<file path="src/hw/rtl/hfmt_pkg.sv">
// ----------------------------------------------------------------------------
// hfmt_pkg
// Shared types, constants and character helpers of the hex float formatter.
// ----------------------------------------------------------------------------
`default_nettype none

package hfmt_pkg;

  // default bounds for the top level parameters
  localparam int MaxWidthDef     = 64;
  localparam int MaxPrecisionDef = 31;

  // binary64 layout
  localparam int FracBits    = 52;
  localparam int FracNibbles = 13;
  localparam int ExpBias     = 1023;
  localparam int SubnormExp  = 1022;

  // queue between front and back
  localparam int QueueDepth = 2;

  // ASCII codes
  localparam logic [7:0] ChSpace = 8'h20;
  localparam logic [7:0] ChPlus  = 8'h2b;
  localparam logic [7:0] ChMinus = 8'h2d;
  localparam logic [7:0] ChPoint = 8'h2e;
  localparam logic [7:0] ChZero  = 8'h30;
  localparam logic [7:0] ChLowA  = 8'h61;
  localparam logic [7:0] ChUpA   = 8'h41;
  localparam logic [7:0] ChLowX  = 8'h78;
  localparam logic [7:0] ChUpX   = 8'h58;
  localparam logic [7:0] ChLowP  = 8'h70;
  localparam logic [7:0] ChUpP   = 8'h50;
  localparam logic [7:0] CaseGap = 8'h20;

  // regions of the field in print order; also the back end sequencer state
  typedef enum logic [3:0] {
    R_LPAD,
    R_SIGN,
    R_PFX0,
    R_PFXX,
    R_ZPAD,
    R_LEAD,
    R_POINT,
    R_FRAC,
    R_PCHR,
    R_ESGN,
    R_EDIG,
    R_WORD,
    R_RPAD
  } hfmt_region_t;

  localparam int NumRegions = 13;

  // one classified item, as handed from front to back
  typedef struct packed {
    logic [7:0]                sign_ch;
    logic                      is_nan;
    logic                      upper;
    logic                      lead;
    logic [FracBits-1:0]       frac;
    logic [4:0]                ndig;
    logic                      eneg;
    logic [3:0][3:0]           edig;
    logic [2:0]                endig;
    logic [5:0]                pad;
    logic [NumRegions-1:0]     on;
  } hfmt_desc_t;

  // hex digit to ASCII
  function automatic logic [7:0] hex_char(input logic [3:0] d, input logic up);
    logic [7:0] c;
    if (d < 4'd10) begin
      c = ChZero + 8'(d);
    end else begin
      c = (up ? ChUpA : ChLowA) + 8'(d) - 8'd10;
    end
    return c;
  endfunction

  // letters of inf / nan
  function automatic logic [7:0] word_char(input logic nan, input logic up,
                                           input logic [1:0] idx);
    logic [7:0] c;
    unique case (idx)
      2'd0:    c = nan ? 8'h6e : 8'h69;
      2'd1:    c = nan ? 8'h61 : 8'h6e;
      default: c = nan ? 8'h6e : 8'h66;
    endcase
    return up ? c - CaseGap : c;
  endfunction

  // first enabled region at or above a start position
  function automatic hfmt_region_t first_region(input logic [NumRegions-1:0] on,
                                                input logic [3:0] from);
    hfmt_region_t r;
    logic         found;
    r     = R_RPAD;
    found = 1'b0;
    for (int i = 0; i < NumRegions; i++) begin
      if (!found && on[i] && (4'(i) >= from)) begin
        r     = hfmt_region_t'(4'(i));
        found = 1'b1;
      end
    end
    return r;
  endfunction

endpackage

`default_nettype wire

</file>
<file path="src/hw/rtl/hfmt_front.sv">
// ----------------------------------------------------------------------------
// hfmt_front
// Three stage front end: classify and round, split the exponent into decimal
// digits, then lay out the field regions and push one word to the queue.
// ----------------------------------------------------------------------------
`default_nettype none

module hfmt_front #(
  parameter int MAX_WIDTH     = hfmt_pkg::MaxWidthDef,
  parameter int MAX_PRECISION = hfmt_pkg::MaxPrecisionDef
) (
  input  logic               clk,
  input  logic               rst,
  input  logic               start,
  output logic               busy,
  input  logic [63:0]        value_bits,
  input  logic [4:0]         precision,
  input  logic               shortest,
  input  logic               alternate,
  input  logic               upper,
  input  logic [6:0]         width,
  input  logic               left_align,
  input  logic               zero_pad,
  input  logic               plus_sign,
  input  logic               space_sign,
  input  logic               q_full,
  output logic               q_push,
  output hfmt_pkg::hfmt_desc_t q_data
);

  localparam logic [5:0] MaxPrec = 6'(MAX_PRECISION);
  localparam logic [6:0] MaxWid  = 7'(MAX_WIDTH);

  // fields carried from the rounding stage onwards
  typedef struct packed {
    logic                          has_sign;
    logic [7:0]                    sign_ch;
    logic                          special;
    logic                          is_nan;
    logic                          upper;
    logic                          alt;
    logic                          left;
    logic                          zero;
    logic                          lead;
    logic [hfmt_pkg::FracBits-1:0] frac;
    logic [4:0]                    ndig;
    logic                          eneg;
    logic [6:0]                    width;
  } hfmt_item_t;

  // stage a: captured request
  logic        a_valid;
  logic [63:0] a_bits;
  logic [4:0]  a_prec;
  logic        a_shortest;
  logic        a_alt;
  logic        a_upper;
  logic [6:0]  a_width;
  logic        a_left;
  logic        a_zero;
  logic        a_plus;
  logic        a_space;

  // stage b and c registers
  logic       b_valid;
  hfmt_item_t b_item;
  logic [10:0] b_eabs;
  logic       c_valid;
  hfmt_item_t c_item;
  logic       c_th;
  logic [3:0] c_hund;
  logic [6:0] c_rem2;

  logic a_ready, b_ready, c_ready;

  // stage a combinational results
  hfmt_item_t  a_item;
  logic [10:0] a_eabs;
  logic [10:0] ef;
  logic        mag_zero;
  logic [52:0] sig;
  logic [5:0]  digits_p;
  logic [4:0]  digits_s;
  logic        do_round;
  logic [5:0]  sh;
  logic [52:0] lowmask;
  logic        guard, sticky, lsb, inc;
  logic [53:0] rounded;
  logic        carry;
  logic [52:0] sig_r;
  logic signed [11:0] ex0, ex_val;

  // stage b combinational results
  logic        b_th;
  logic [9:0]  b_rem;
  logic [15:0] b_hprod;
  logic [3:0]  b_hund;
  logic [6:0]  b_rem2;

  // stage c combinational results
  logic [15:0] c_tprod;
  logic [3:0]  c_tens, c_ones;
  logic [2:0]  c_endig;
  logic [3:0][3:0] c_edig;
  logic        c_point;
  logic [6:0]  c_len;
  logic [5:0]  c_pad;
  logic        c_padded;

  // stage handshake
  assign c_ready = !c_valid || !q_full;
  assign b_ready = !b_valid || c_ready;
  assign a_ready = !a_valid || b_ready;
  assign busy    = !a_ready;
  assign q_push  = c_valid && !q_full;

  // classify, round and work out the binary exponent
  always_comb begin
    ef       = a_bits[62:52];
    mag_zero = (a_bits[62:0] == 63'd0);
    sig      = {|ef, a_bits[51:0]};

    digits_p = ({1'b0, a_prec} > MaxPrec) ? MaxPrec : {1'b0, a_prec};

    digits_s = 5'd0;
    for (int i = 0; i < hfmt_pkg::FracNibbles; i++) begin
      if (a_bits[hfmt_pkg::FracBits-1-4*i -: 4] != 4'd0) begin
        digits_s = 5'(i + 1);
      end
    end

    do_round = !a_shortest && (digits_p < 6'(hfmt_pkg::FracNibbles));
    sh       = do_round ? 6'(hfmt_pkg::FracBits) - {digits_p[3:0], 2'b00} : 6'd4;
    lowmask  = (53'd1 << sh) - 53'd1;
    guard    = sig[sh - 6'd1];
    sticky   = |(sig & (lowmask >> 1));
    lsb      = sig[sh];
    inc      = guard && (sticky || lsb);
    rounded  = do_round ? ({1'b0, sig & ~lowmask} + (54'(inc) << sh)) : {1'b0, sig};
    carry    = rounded[53];
    sig_r    = carry ? rounded[53:1] : rounded[52:0];

    if (mag_zero) begin
      ex0 = 12'sd0;
    end else if (ef == 11'd0) begin
      ex0 = -12'(hfmt_pkg::SubnormExp);
    end else begin
      ex0 = $signed({1'b0, ef}) - 12'(hfmt_pkg::ExpBias);
    end
    ex_val = ex0 + $signed(12'(carry));
    a_eabs = ex_val[11] ? 11'(-ex_val) : 11'(ex_val);

    a_item.has_sign = a_bits[63] || a_plus || a_space;
    a_item.sign_ch  = a_bits[63] ? hfmt_pkg::ChMinus :
                      (a_plus ? hfmt_pkg::ChPlus : hfmt_pkg::ChSpace);
    a_item.special  = &ef;
    a_item.is_nan   = (&ef) && (|a_bits[51:0]);
    a_item.upper    = a_upper;
    a_item.alt      = a_alt;
    a_item.left     = a_left;
    a_item.zero     = a_zero && !(&ef) && !a_left;
    a_item.lead     = sig_r[52];
    a_item.frac     = sig_r[51:0];
    a_item.ndig     = a_shortest ? digits_s : digits_p[4:0];
    a_item.eneg     = ex_val[11];
    a_item.width    = (a_width > MaxWid) ? MaxWid : a_width;
  end

  // thousands and hundreds of the exponent
  always_comb begin
    b_th    = (b_eabs >= 11'd1000);
    b_rem   = 10'(b_eabs - (b_th ? 11'd1000 : 11'd0));
    b_hprod = 16'(b_rem) * 16'd41;
    b_hund  = b_hprod[15:12];
    b_rem2  = 7'(b_rem - 10'(b_hund) * 10'd100);
  end

  // tens and ones, field length, padding and region layout
  always_comb begin
    c_tprod = 16'(c_rem2) * 16'd205;
    c_tens  = c_tprod[14:11];
    c_ones  = 4'(c_rem2 - 7'(c_tens) * 7'd10);

    priority if (c_th) begin
      c_endig = 3'd4;
      c_edig  = {c_ones, c_tens, c_hund, 4'd1};
    end else if (c_hund != 4'd0) begin
      c_endig = 3'd3;
      c_edig  = {4'd0, c_ones, c_tens, c_hund};
    end else if (c_tens != 4'd0) begin
      c_endig = 3'd2;
      c_edig  = {4'd0, 4'd0, c_ones, c_tens};
    end else begin
      c_endig = 3'd1;
      c_edig  = {4'd0, 4'd0, 4'd0, c_ones};
    end

    c_point  = (c_item.ndig != 5'd0) || c_item.alt;
    c_len    = 7'(c_item.has_sign) +
               (c_item.special ? 7'd3 :
                7'd5 + 7'(c_point) + 7'(c_item.ndig) + 7'(c_endig));
    c_pad    = (c_item.width > c_len) ? 6'(c_item.width - c_len) : 6'd0;
    c_padded = (c_pad != 6'd0);

    q_data.sign_ch = c_item.sign_ch;
    q_data.is_nan  = c_item.is_nan;
    q_data.upper   = c_item.upper;
    q_data.lead    = c_item.lead;
    q_data.frac    = c_item.frac;
    q_data.ndig    = c_item.ndig;
    q_data.eneg    = c_item.eneg;
    q_data.edig    = c_edig;
    q_data.endig   = c_endig;
    q_data.pad     = c_pad;

    q_data.on          = '0;
    q_data.on[hfmt_pkg::R_LPAD]  = !c_item.left && !c_item.zero && c_padded;
    q_data.on[hfmt_pkg::R_SIGN]  = c_item.has_sign;
    q_data.on[hfmt_pkg::R_PFX0]  = !c_item.special;
    q_data.on[hfmt_pkg::R_PFXX]  = !c_item.special;
    q_data.on[hfmt_pkg::R_ZPAD]  = c_item.zero && c_padded;
    q_data.on[hfmt_pkg::R_LEAD]  = !c_item.special;
    q_data.on[hfmt_pkg::R_POINT] = !c_item.special && c_point;
    q_data.on[hfmt_pkg::R_FRAC]  = !c_item.special && (c_item.ndig != 5'd0);
    q_data.on[hfmt_pkg::R_PCHR]  = !c_item.special;
    q_data.on[hfmt_pkg::R_ESGN]  = !c_item.special;
    q_data.on[hfmt_pkg::R_EDIG]  = !c_item.special;
    q_data.on[hfmt_pkg::R_WORD]  = c_item.special;
    q_data.on[hfmt_pkg::R_RPAD]  = c_item.left && c_padded;
  end

  // stage valid flags
  always_ff @(posedge clk) begin
    if (rst) begin
      a_valid <= 1'b0;
      b_valid <= 1'b0;
      c_valid <= 1'b0;
    end else begin
      if (a_ready) a_valid <= start;
      if (b_ready) b_valid <= a_valid;
      if (c_ready) c_valid <= b_valid;
    end
  end

  // stage payloads
  always_ff @(posedge clk) begin
    if (start && a_ready) begin
      a_bits     <= value_bits;
      a_prec     <= precision;
      a_shortest <= shortest;
      a_alt      <= alternate;
      a_upper    <= upper;
      a_width    <= width;
      a_left     <= left_align;
      a_zero     <= zero_pad;
      a_plus     <= plus_sign;
      a_space    <= space_sign;
    end
    if (a_valid && b_ready) begin
      b_item <= a_item;
      b_eabs <= a_eabs;
    end
    if (b_valid && c_ready) begin
      c_item <= b_item;
      c_th   <= b_th;
      c_hund <= b_hund;
      c_rem2 <= b_rem2;
    end
  end

endmodule

`default_nettype wire

</file>
<file path="src/hw/rtl/hfmt_queue.sv">
// ----------------------------------------------------------------------------
// hfmt_queue
// Short register queue of classified words between front and back end.
// ----------------------------------------------------------------------------
`default_nettype none

module hfmt_queue (
  input  logic                 clk,
  input  logic                 rst,
  input  logic                 push,
  input  hfmt_pkg::hfmt_desc_t wdata,
  output logic                 full,
  input  logic                 pop,
  output hfmt_pkg::hfmt_desc_t rdata,
  output logic                 empty
);

  localparam int Depth = hfmt_pkg::QueueDepth;
  localparam int PtrW  = $clog2(Depth);
  localparam int CntW  = $clog2(Depth + 1);

  hfmt_pkg::hfmt_desc_t entries [Depth];
  logic [PtrW-1:0] wr_ptr, rd_ptr;
  logic [CntW-1:0] count;

  assign full  = (count == CntW'(Depth));
  assign empty = (count == '0);
  assign rdata = entries[rd_ptr];

  // pointers and fill level
  always_ff @(posedge clk) begin
    if (rst) begin
      wr_ptr <= '0;
      rd_ptr <= '0;
      count  <= '0;
    end else begin
      if (push) wr_ptr <= (wr_ptr == PtrW'(Depth - 1)) ? '0 : wr_ptr + 1'b1;
      if (pop)  rd_ptr <= (rd_ptr == PtrW'(Depth - 1)) ? '0 : rd_ptr + 1'b1;
      count <= count + CntW'(push) - CntW'(pop);
    end
  end

  // storage
  always_ff @(posedge clk) begin
    if (push) entries[wr_ptr] <= wdata;
  end

endmodule

`default_nettype wire

</file>
<file path="src/hw/rtl/hfmt_back.sv">
// ----------------------------------------------------------------------------
// hfmt_back
// Character sequencer: walks the enabled regions of one word and puts out
// one character per cycle, loading the next queued word on the last character.
// ----------------------------------------------------------------------------
`default_nettype none

module hfmt_back (
  input  logic                 clk,
  input  logic                 rst,
  input  logic                 q_empty,
  output logic                 q_pop,
  input  hfmt_pkg::hfmt_desc_t q_data,
  output logic [7:0]           out_char,
  output logic                 last,
  output logic                 strobe
);

  logic                   active, active_next;
  hfmt_pkg::hfmt_desc_t   cur;
  hfmt_pkg::hfmt_region_t region, region_next;
  logic [5:0]             cnt, cnt_next;

  logic [5:0]  rlen_m1;
  logic        done;
  logic        at_end;
  logic        finish;
  logic [7:0]  ch;
  logic [3:0]  nibs [hfmt_pkg::FracNibbles];
  logic [3:0]  nib;
  logic [hfmt_pkg::NumRegions-1:0] above;

  // length of the current region and end of word detection
  always_comb begin
    unique case (region)
      hfmt_pkg::R_LPAD, hfmt_pkg::R_ZPAD, hfmt_pkg::R_RPAD: rlen_m1 = cur.pad - 6'd1;
      hfmt_pkg::R_FRAC: rlen_m1 = 6'(cur.ndig) - 6'd1;
      hfmt_pkg::R_EDIG: rlen_m1 = 6'(cur.endig) - 6'd1;
      hfmt_pkg::R_WORD: rlen_m1 = 6'd2;
      default:          rlen_m1 = 6'd0;
    endcase
    done   = (cnt == rlen_m1);
    above  = cur.on & ~((hfmt_pkg::NumRegions'(2) << region) -
                        hfmt_pkg::NumRegions'(1));
    at_end = (above == '0);
    finish = active && done && at_end;
    q_pop  = !q_empty && (!active || finish);
  end

  // next state
  always_comb begin
    region_next = region;
    cnt_next    = cnt;
    active_next = active;
    priority if (q_pop) begin
      region_next = hfmt_pkg::first_region(q_data.on, 4'd0);
      cnt_next    = 6'd0;
      active_next = 1'b1;
    end else if (finish) begin
      active_next = 1'b0;
    end else if (active) begin
      if (done) begin
        region_next = hfmt_pkg::first_region(cur.on, 4'(region) + 4'd1);
        cnt_next    = 6'd0;
      end else begin
        cnt_next = cnt + 6'd1;
      end
    end
  end

  // character of the current position
  always_comb begin
    for (int i = 0; i < hfmt_pkg::FracNibbles; i++) begin
      nibs[i] = cur.frac[hfmt_pkg::FracBits-1-4*i -: 4];
    end
    nib = (cnt < 6'(hfmt_pkg::FracNibbles)) ? nibs[cnt[3:0]] : 4'd0;

    unique case (region)
      hfmt_pkg::R_LPAD:  ch = hfmt_pkg::ChSpace;
      hfmt_pkg::R_SIGN:  ch = cur.sign_ch;
      hfmt_pkg::R_PFX0:  ch = hfmt_pkg::ChZero;
      hfmt_pkg::R_PFXX:  ch = cur.upper ? hfmt_pkg::ChUpX : hfmt_pkg::ChLowX;
      hfmt_pkg::R_ZPAD:  ch = hfmt_pkg::ChZero;
      hfmt_pkg::R_LEAD:  ch = hfmt_pkg::ChZero + 8'(cur.lead);
      hfmt_pkg::R_POINT: ch = hfmt_pkg::ChPoint;
      hfmt_pkg::R_FRAC:  ch = hfmt_pkg::hex_char(nib, cur.upper);
      hfmt_pkg::R_PCHR:  ch = cur.upper ? hfmt_pkg::ChUpP : hfmt_pkg::ChLowP;
      hfmt_pkg::R_ESGN:  ch = cur.eneg ? hfmt_pkg::ChMinus : hfmt_pkg::ChPlus;
      hfmt_pkg::R_EDIG:  ch = hfmt_pkg::ChZero + 8'(cur.edig[cnt[1:0]]);
      hfmt_pkg::R_WORD:  ch = hfmt_pkg::word_char(cur.is_nan, cur.upper, cnt[1:0]);
      hfmt_pkg::R_RPAD:  ch = hfmt_pkg::ChSpace;
      default:           ch = hfmt_pkg::ChSpace;
    endcase
  end

  // sequencer state and output register
  always_ff @(posedge clk) begin
    if (rst) begin
      active <= 1'b0;
      region <= hfmt_pkg::R_LPAD;
      cnt    <= 6'd0;
      strobe <= 1'b0;
      last   <= 1'b0;
    end else begin
      active <= active_next;
      region <= region_next;
      cnt    <= cnt_next;
      strobe <= active;
      last   <= finish;
    end
  end

  // word and character payload
  always_ff @(posedge clk) begin
    if (q_pop) cur <= q_data;
    out_char <= ch;
  end

endmodule

`default_nettype wire

</file>
<file path="src/hw/rtl/hex_float_text_formatter.sv">
// ----------------------------------------------------------------------------
// hex_float_text_formatter
// Formats a binary64 bit pattern as %a / %A text, one character per cycle.
// ----------------------------------------------------------------------------
// Usage:
//   A request is taken on a rising edge with start high and busy low; the
//   value bits and conversion options sit on their own ports in that cycle.
//   The formatted field comes out one character per cycle on out_char with
//   strobe high for exactly one cycle each; last marks the final character.
//   The receiver cannot hold characters off.
// A taken request passes the stage a, b and c registers, the queue and
//   the sequencer word register into the character output register, when the
//   character sequencer is free. Each field is 3 to 64 characters, set out by
//   the single character output register. The next field follows its
//   predecessor directly when its word is already in the queue.
// Requests flow through a three stage front end (round, exponent digits,
//   layout) and a two word queue; busy rises only while all of that is full,
//   so up to five requests may wait behind the field being printed.
// Reset (rst, synchronous) empties the pipeline and queue and drops strobe.
// ----------------------------------------------------------------------------
`default_nettype none

module hex_float_text_formatter #(
  parameter int MAX_WIDTH     = hfmt_pkg::MaxWidthDef,
  parameter int MAX_PRECISION = hfmt_pkg::MaxPrecisionDef
) (
  input  logic        clk,
  input  logic        rst,
  input  logic        start,
  output logic        busy,
  input  logic [63:0] value_bits,
  input  logic [4:0]  precision,
  input  logic        shortest,
  input  logic        alternate,
  input  logic        upper,
  input  logic [6:0]  width,
  input  logic        left_align,
  input  logic        zero_pad,
  input  logic        plus_sign,
  input  logic        space_sign,
  output logic [7:0]  out_char,
  output logic        last,
  output logic        strobe
);

  hfmt_pkg::hfmt_desc_t push_word, pop_word;
  logic q_push, q_full, q_pop, q_empty;

  // classify and lay out each request
  hfmt_front #(
    .MAX_WIDTH     (MAX_WIDTH),
    .MAX_PRECISION (MAX_PRECISION)
  ) u_front (
    .clk        (clk),
    .rst        (rst),
    .start      (start),
    .busy       (busy),
    .value_bits (value_bits),
    .precision  (precision),
    .shortest   (shortest),
    .alternate  (alternate),
    .upper      (upper),
    .width      (width),
    .left_align (left_align),
    .zero_pad   (zero_pad),
    .plus_sign  (plus_sign),
    .space_sign (space_sign),
    .q_full     (q_full),
    .q_push     (q_push),
    .q_data     (push_word)
  );

  // decoupling queue
  hfmt_queue u_queue (
    .clk   (clk),
    .rst   (rst),
    .push  (q_push),
    .wdata (push_word),
    .full  (q_full),
    .pop   (q_pop),
    .rdata (pop_word),
    .empty (q_empty)
  );

  // character sequencer
  hfmt_back u_back (
    .clk      (clk),
    .rst      (rst),
    .q_empty  (q_empty),
    .q_pop    (q_pop),
    .q_data   (pop_word),
    .out_char (out_char),
    .last     (last),
    .strobe   (strobe)
  );

endmodule

`default_nettype wire

</file>
<file path="config.mk">
export PLATFORM = sky130hd
export DESIGN_NAME = hex_float_text_formatter
export DESIGN_NICKNAME = d
export VERILOG_FILES = /design/src/hw/rtl/hfmt_pkg.sv /design/src/hw/rtl/hfmt_front.sv /design/src/hw/rtl/hfmt_queue.sv /design/src/hw/rtl/hfmt_back.sv /design/src/hw/rtl/hex_float_text_formatter.sv
export SDC_FILE = /design/constraint.sdc
export NUM_CORES = 1
export LEC_CHECK = 0
export ABC_CLOCK_PERIOD_IN_PS = 14360
export BUFFER_PORTS_ARGS = -buffer_cell sky130_fd_sc_hd__buf_2
export CELL_PAD_IN_SITES_DETAIL_PLACEMENT = 1
export CELL_PAD_IN_SITES_GLOBAL_PLACEMENT = 1
export CORE_MARGIN = 3
export CORE_UTILIZATION = 30
export DETAILED_ROUTE_END_ITERATION = 6
export GPL_TIMING_DRIVEN = 0
export MAX_ROUTING_LAYER = met4
export PLACE_DENSITY_LB_ADDON = 0.1
export SETUP_SLACK_MARGIN = 0.2
export SKIP_LAST_GASP = 1
export SYNTH_ARGS = -nofsm -noshare
export SYNTH_HDL_FRONTEND = slang
export SYNTH_SLANG_ARGS = --single-unit
</file>
<file path="constraint.sdc">
create_clock -name clk -period 14.36 [get_ports clk]
set_input_delay 1.436 -clock clk [delete_from_list [all_inputs] [get_ports clk]]
set_output_delay 1.436 -clock clk [all_outputs]
set_load 0.02 [all_outputs]
</file>
==> flow_metrics.py <==
metrics = {
    "hold_path": {
        "hp-class": "flip-flop to flip-flop",
    },
    "sta": {
        "drv_slew": 0,
        "max_freq_ghz": 0.0941,
        "relSlewSlack": 0.246,
        "post-route-min-period_ps": 10620,
        "skew_ps": 26.0,
        "tightest_slew_ps": 1120,
        "grt_setup_unrepaired": "false",
        "post-route-period-util": 0.740,
        "tns_ps": 0,
        "hold_viol_final": 0,
        "setup_viol": 0,
    },
    "worst_setup_path": {
        "r2r_slack_ps": 3740,
        "crit_arrival_ps": 10970,
        "critPathSlowestCell": "a211oi_2",
        "critPathCaptureType": "flip-flop",
        "crit_family": "simple AND/OR/NAND/NOR gates",
        "crit_top_cell": "ha_1",
        "path_buf_inv": 9,
        "max_stage_delay_ps": 610,
        "start_kind": "flip-flop",
        "path_max_fanout": 11,
        "worstPathRequired_ps": 14700,
        "worst-setup-path-type": "flip-flop to flip-flop",
    },
    "cts": {
        "cts_inserted_buffers": 69,
        "post_cts_buffers": 0,
        "cts_tree": "yes",
        "cts_buffer_depth": 3,
        "cts_resized": 0,
        "hold_buffers": 0,
        "cts_sinks": 577,
        "htree_levels": 3,
        "clk_latency_ps": 630,
        "clk_pin_slew_worst_paths_ps": 60,
        "root_buffer": "clkbuf_16",
    },
    "yosys": {
        "synth_cell_type_count": 110,
        "synth_flop_cell": "edfxtp_1",
        "ys_warn_count": 0,
        "syn_inst": 2254,
        "seq_area_frac_synth": 0.590,
        "synth_area_um2": 28900,
        "avgSynthCellArea_um2": 12.8,
        "synth-seq-cells": 577,
        "async_flop_share": 0,
        "synth_edf_count": 549,
    },
    "power_and_ir_drop": {
        "power_frac_seq": 0.373,
        "switching_power_uw": 2060,
        "combPwrFrac": 0.342,
        "p_sw_frac": 0.339,
        "clkPwrFrac": 0.285,
        "internal_power_uw": 4030,
        "p_leak_uw": 0.0118,
        "ir_worst_vdd_v": 0.000143,
        "powerDensity_nw_per_um2": 181,
    },
    "final_layout": {
        "design_area_um2": 33600,
        "layout_commonest_cell": "edfxtp_1",
        "final_nets": 2670,
        "final_util": 0.353,
        "drive_above_1_share": 0.168,
        "area_growth_pct": 16.2,
        "final_cell_mix": "edfxtp_1, nand2_1, nor2_1",
        "fillers": 10200,
    },
    "placed_design": {
        "dp_hpwl_um": 62300,
        "dpl_cell_area_um2": 31400,
        "place.gp.congestion": 0.892,
        "port_buffers": 94,
    },
    "floorplanning": {
        "die_w_um": 316,
        "rows": 113,
        "start_util": 0.303,
        "core_um2": 95300,
        "io_pins": 97,
        "dieArea_um2": 100000,
        "dieHeight_um": 316,
    },
    "detailed_routing": {
        "post_drt_wl_per_cell_um": 21.8,
        "viasPerCell": 5.02,
        "drt_iter0_drc": 1135,
        "drt_pre_antenna_iters": 5,
        "ant_nets": 0,
        "drc": 0,
        "wl_um": 82000,
        "vias": 18900,
    },
    "global_route": {
        "antenna_found_initial": 4,
        "globalRoute.totalOverflow": 0,
        "grt_max_degree": 105,
        "grt_pass1_wl_um": 125000,
        "grt_usage": 0.169,
        "grt_pass1_vias": 19900,
    },
    "status": {
        "status": "completed",
    },
    "job": {
        "maxCapViolCount": 0,
    },
}
cell families after synthesis:
kind of cell,Yosys count,synth area share
AOI/OAI and AO/OA,453,0.108
and+or+nand+nor,618,0.109
buffers and inverters,204,0.0307
xor gates and xnor gates,113,0.0342
adders and majority gates,149,0.0691
muxes,138,0.0599
DFF,577,0.590
other,2,0.000260
power by group through the flow:
| stage | combinational [µW] | sequential, µW | clock (µW) |
|---|---|---|---|
| finish | 2080 | 2270 | 1740 |
| global route | 2370 | 2290 | 1870 |
| global placement | 2050 | 2320 | 0 |
| detailed placement | 2110 | 2310 | 0 |
| floorplan | 1490 | 2270 | 0 |
| CTS | 2130 | 2270 | 1800 |
metal layers:
metal / share of wire / vias to the layer above / global-route usage
li1: - / 8922 / -
met1: 0.48 / 9415 / 0.229
met2: 0.46 / 395 / 0.260
met3: 0.038 / 136 / 0.0257
met4: 0.028 / 0 / 0.0572
met5: 0 / - / -
through the flow:
step	setup WS, ps	instances	hold slack, ps	power [µW]
finish	3740	3756	414	6090
global route	3130	3756	423	6530
CTS	3800	3755	416	6200
detailed placement	3840	3629	406	4420
global placement	2190	3614	404	4360
floorplan	6330	2255	400	3760
path summary, 6_finish.rpt:
path                                 from                            to  cells past startpoint
min          u_front.b_item[70]$_DFFE_PP_  u_front.q_data[98]$_DFFE_PP_                      0
min reg2reg  u_front.b_item[70]$_DFFE_PP_  u_front.q_data[98]$_DFFE_PP_                      0
max reg2reg   u_front.a_prec[1]$_DFFE_PP_   u_front.b_eabs[5]$_DFFE_PP_                     40
max           u_front.a_prec[1]$_DFFE_PP_   u_front.b_eabs[5]$_DFFE_PP_                     40
flip-flops by register name, indices dropped and copies added, names as in the netlist, 2 cells and up, named ones only:
signal	count
u_back.cur	45
u_back.region	4
u_front.a_width	7
u_queue.entries	194
u_back.out_char	7
u_front.c_rem2	7
u_front.b_item	76
u_front.a_bits	64
u_queue.count	2
u_front.b_eabs	11
u_front.q_data	66
u_front.c_item	10
u_front.c_hund	4
u_front.a_prec	5
u_back.cnt	6
u_back.nibs	52
cell usage after synthesis, drive strengths merged, types with 16 or more instances:
cell	instances	share of area
nand2	155	0.020
edfxtp	549	0.57
buf	44	0.0099
a21oi	101	0.018
a21o	19	0.0049
nor2b	32	0.0072
o31ai	19	0.0062
mux2i	20	0.0069
or3	16	0.0035
nor2	149	0.020
xnor2	76	0.023
fa	18	0.012
nand4	25	0.0054
a31oi	28	0.0073
and3	19	0.0041
xor2	37	0.011
dfxtp	28	0.019
and2	24	0.0052
mux4	18	0.014
o21ai	123	0.022
nor3	45	0.0080
ha	131	0.057
mux2	100	0.039
nand3	57	0.010
inv	109	0.014
clkbuf	50	0.0065
nor4	38	0.0095
cell type report:
class	instances	area, µm²	share of cell area
Timing Repair Buffer	109	808	0.0240
Clock buffer	86	1810	0.0539
Antenna cell	1	2.50	0.0000745
Buffer	94	474	0.0141
Clock inverter	40	447	0.0133
Tap cell	1265	1580	0.0471
Inverter	110	413	0.0123
Multi-Input combinational cell	1474	11000	0.328
Sequential cell	577	17000	0.507
Power figures use the tool's default switching activity.
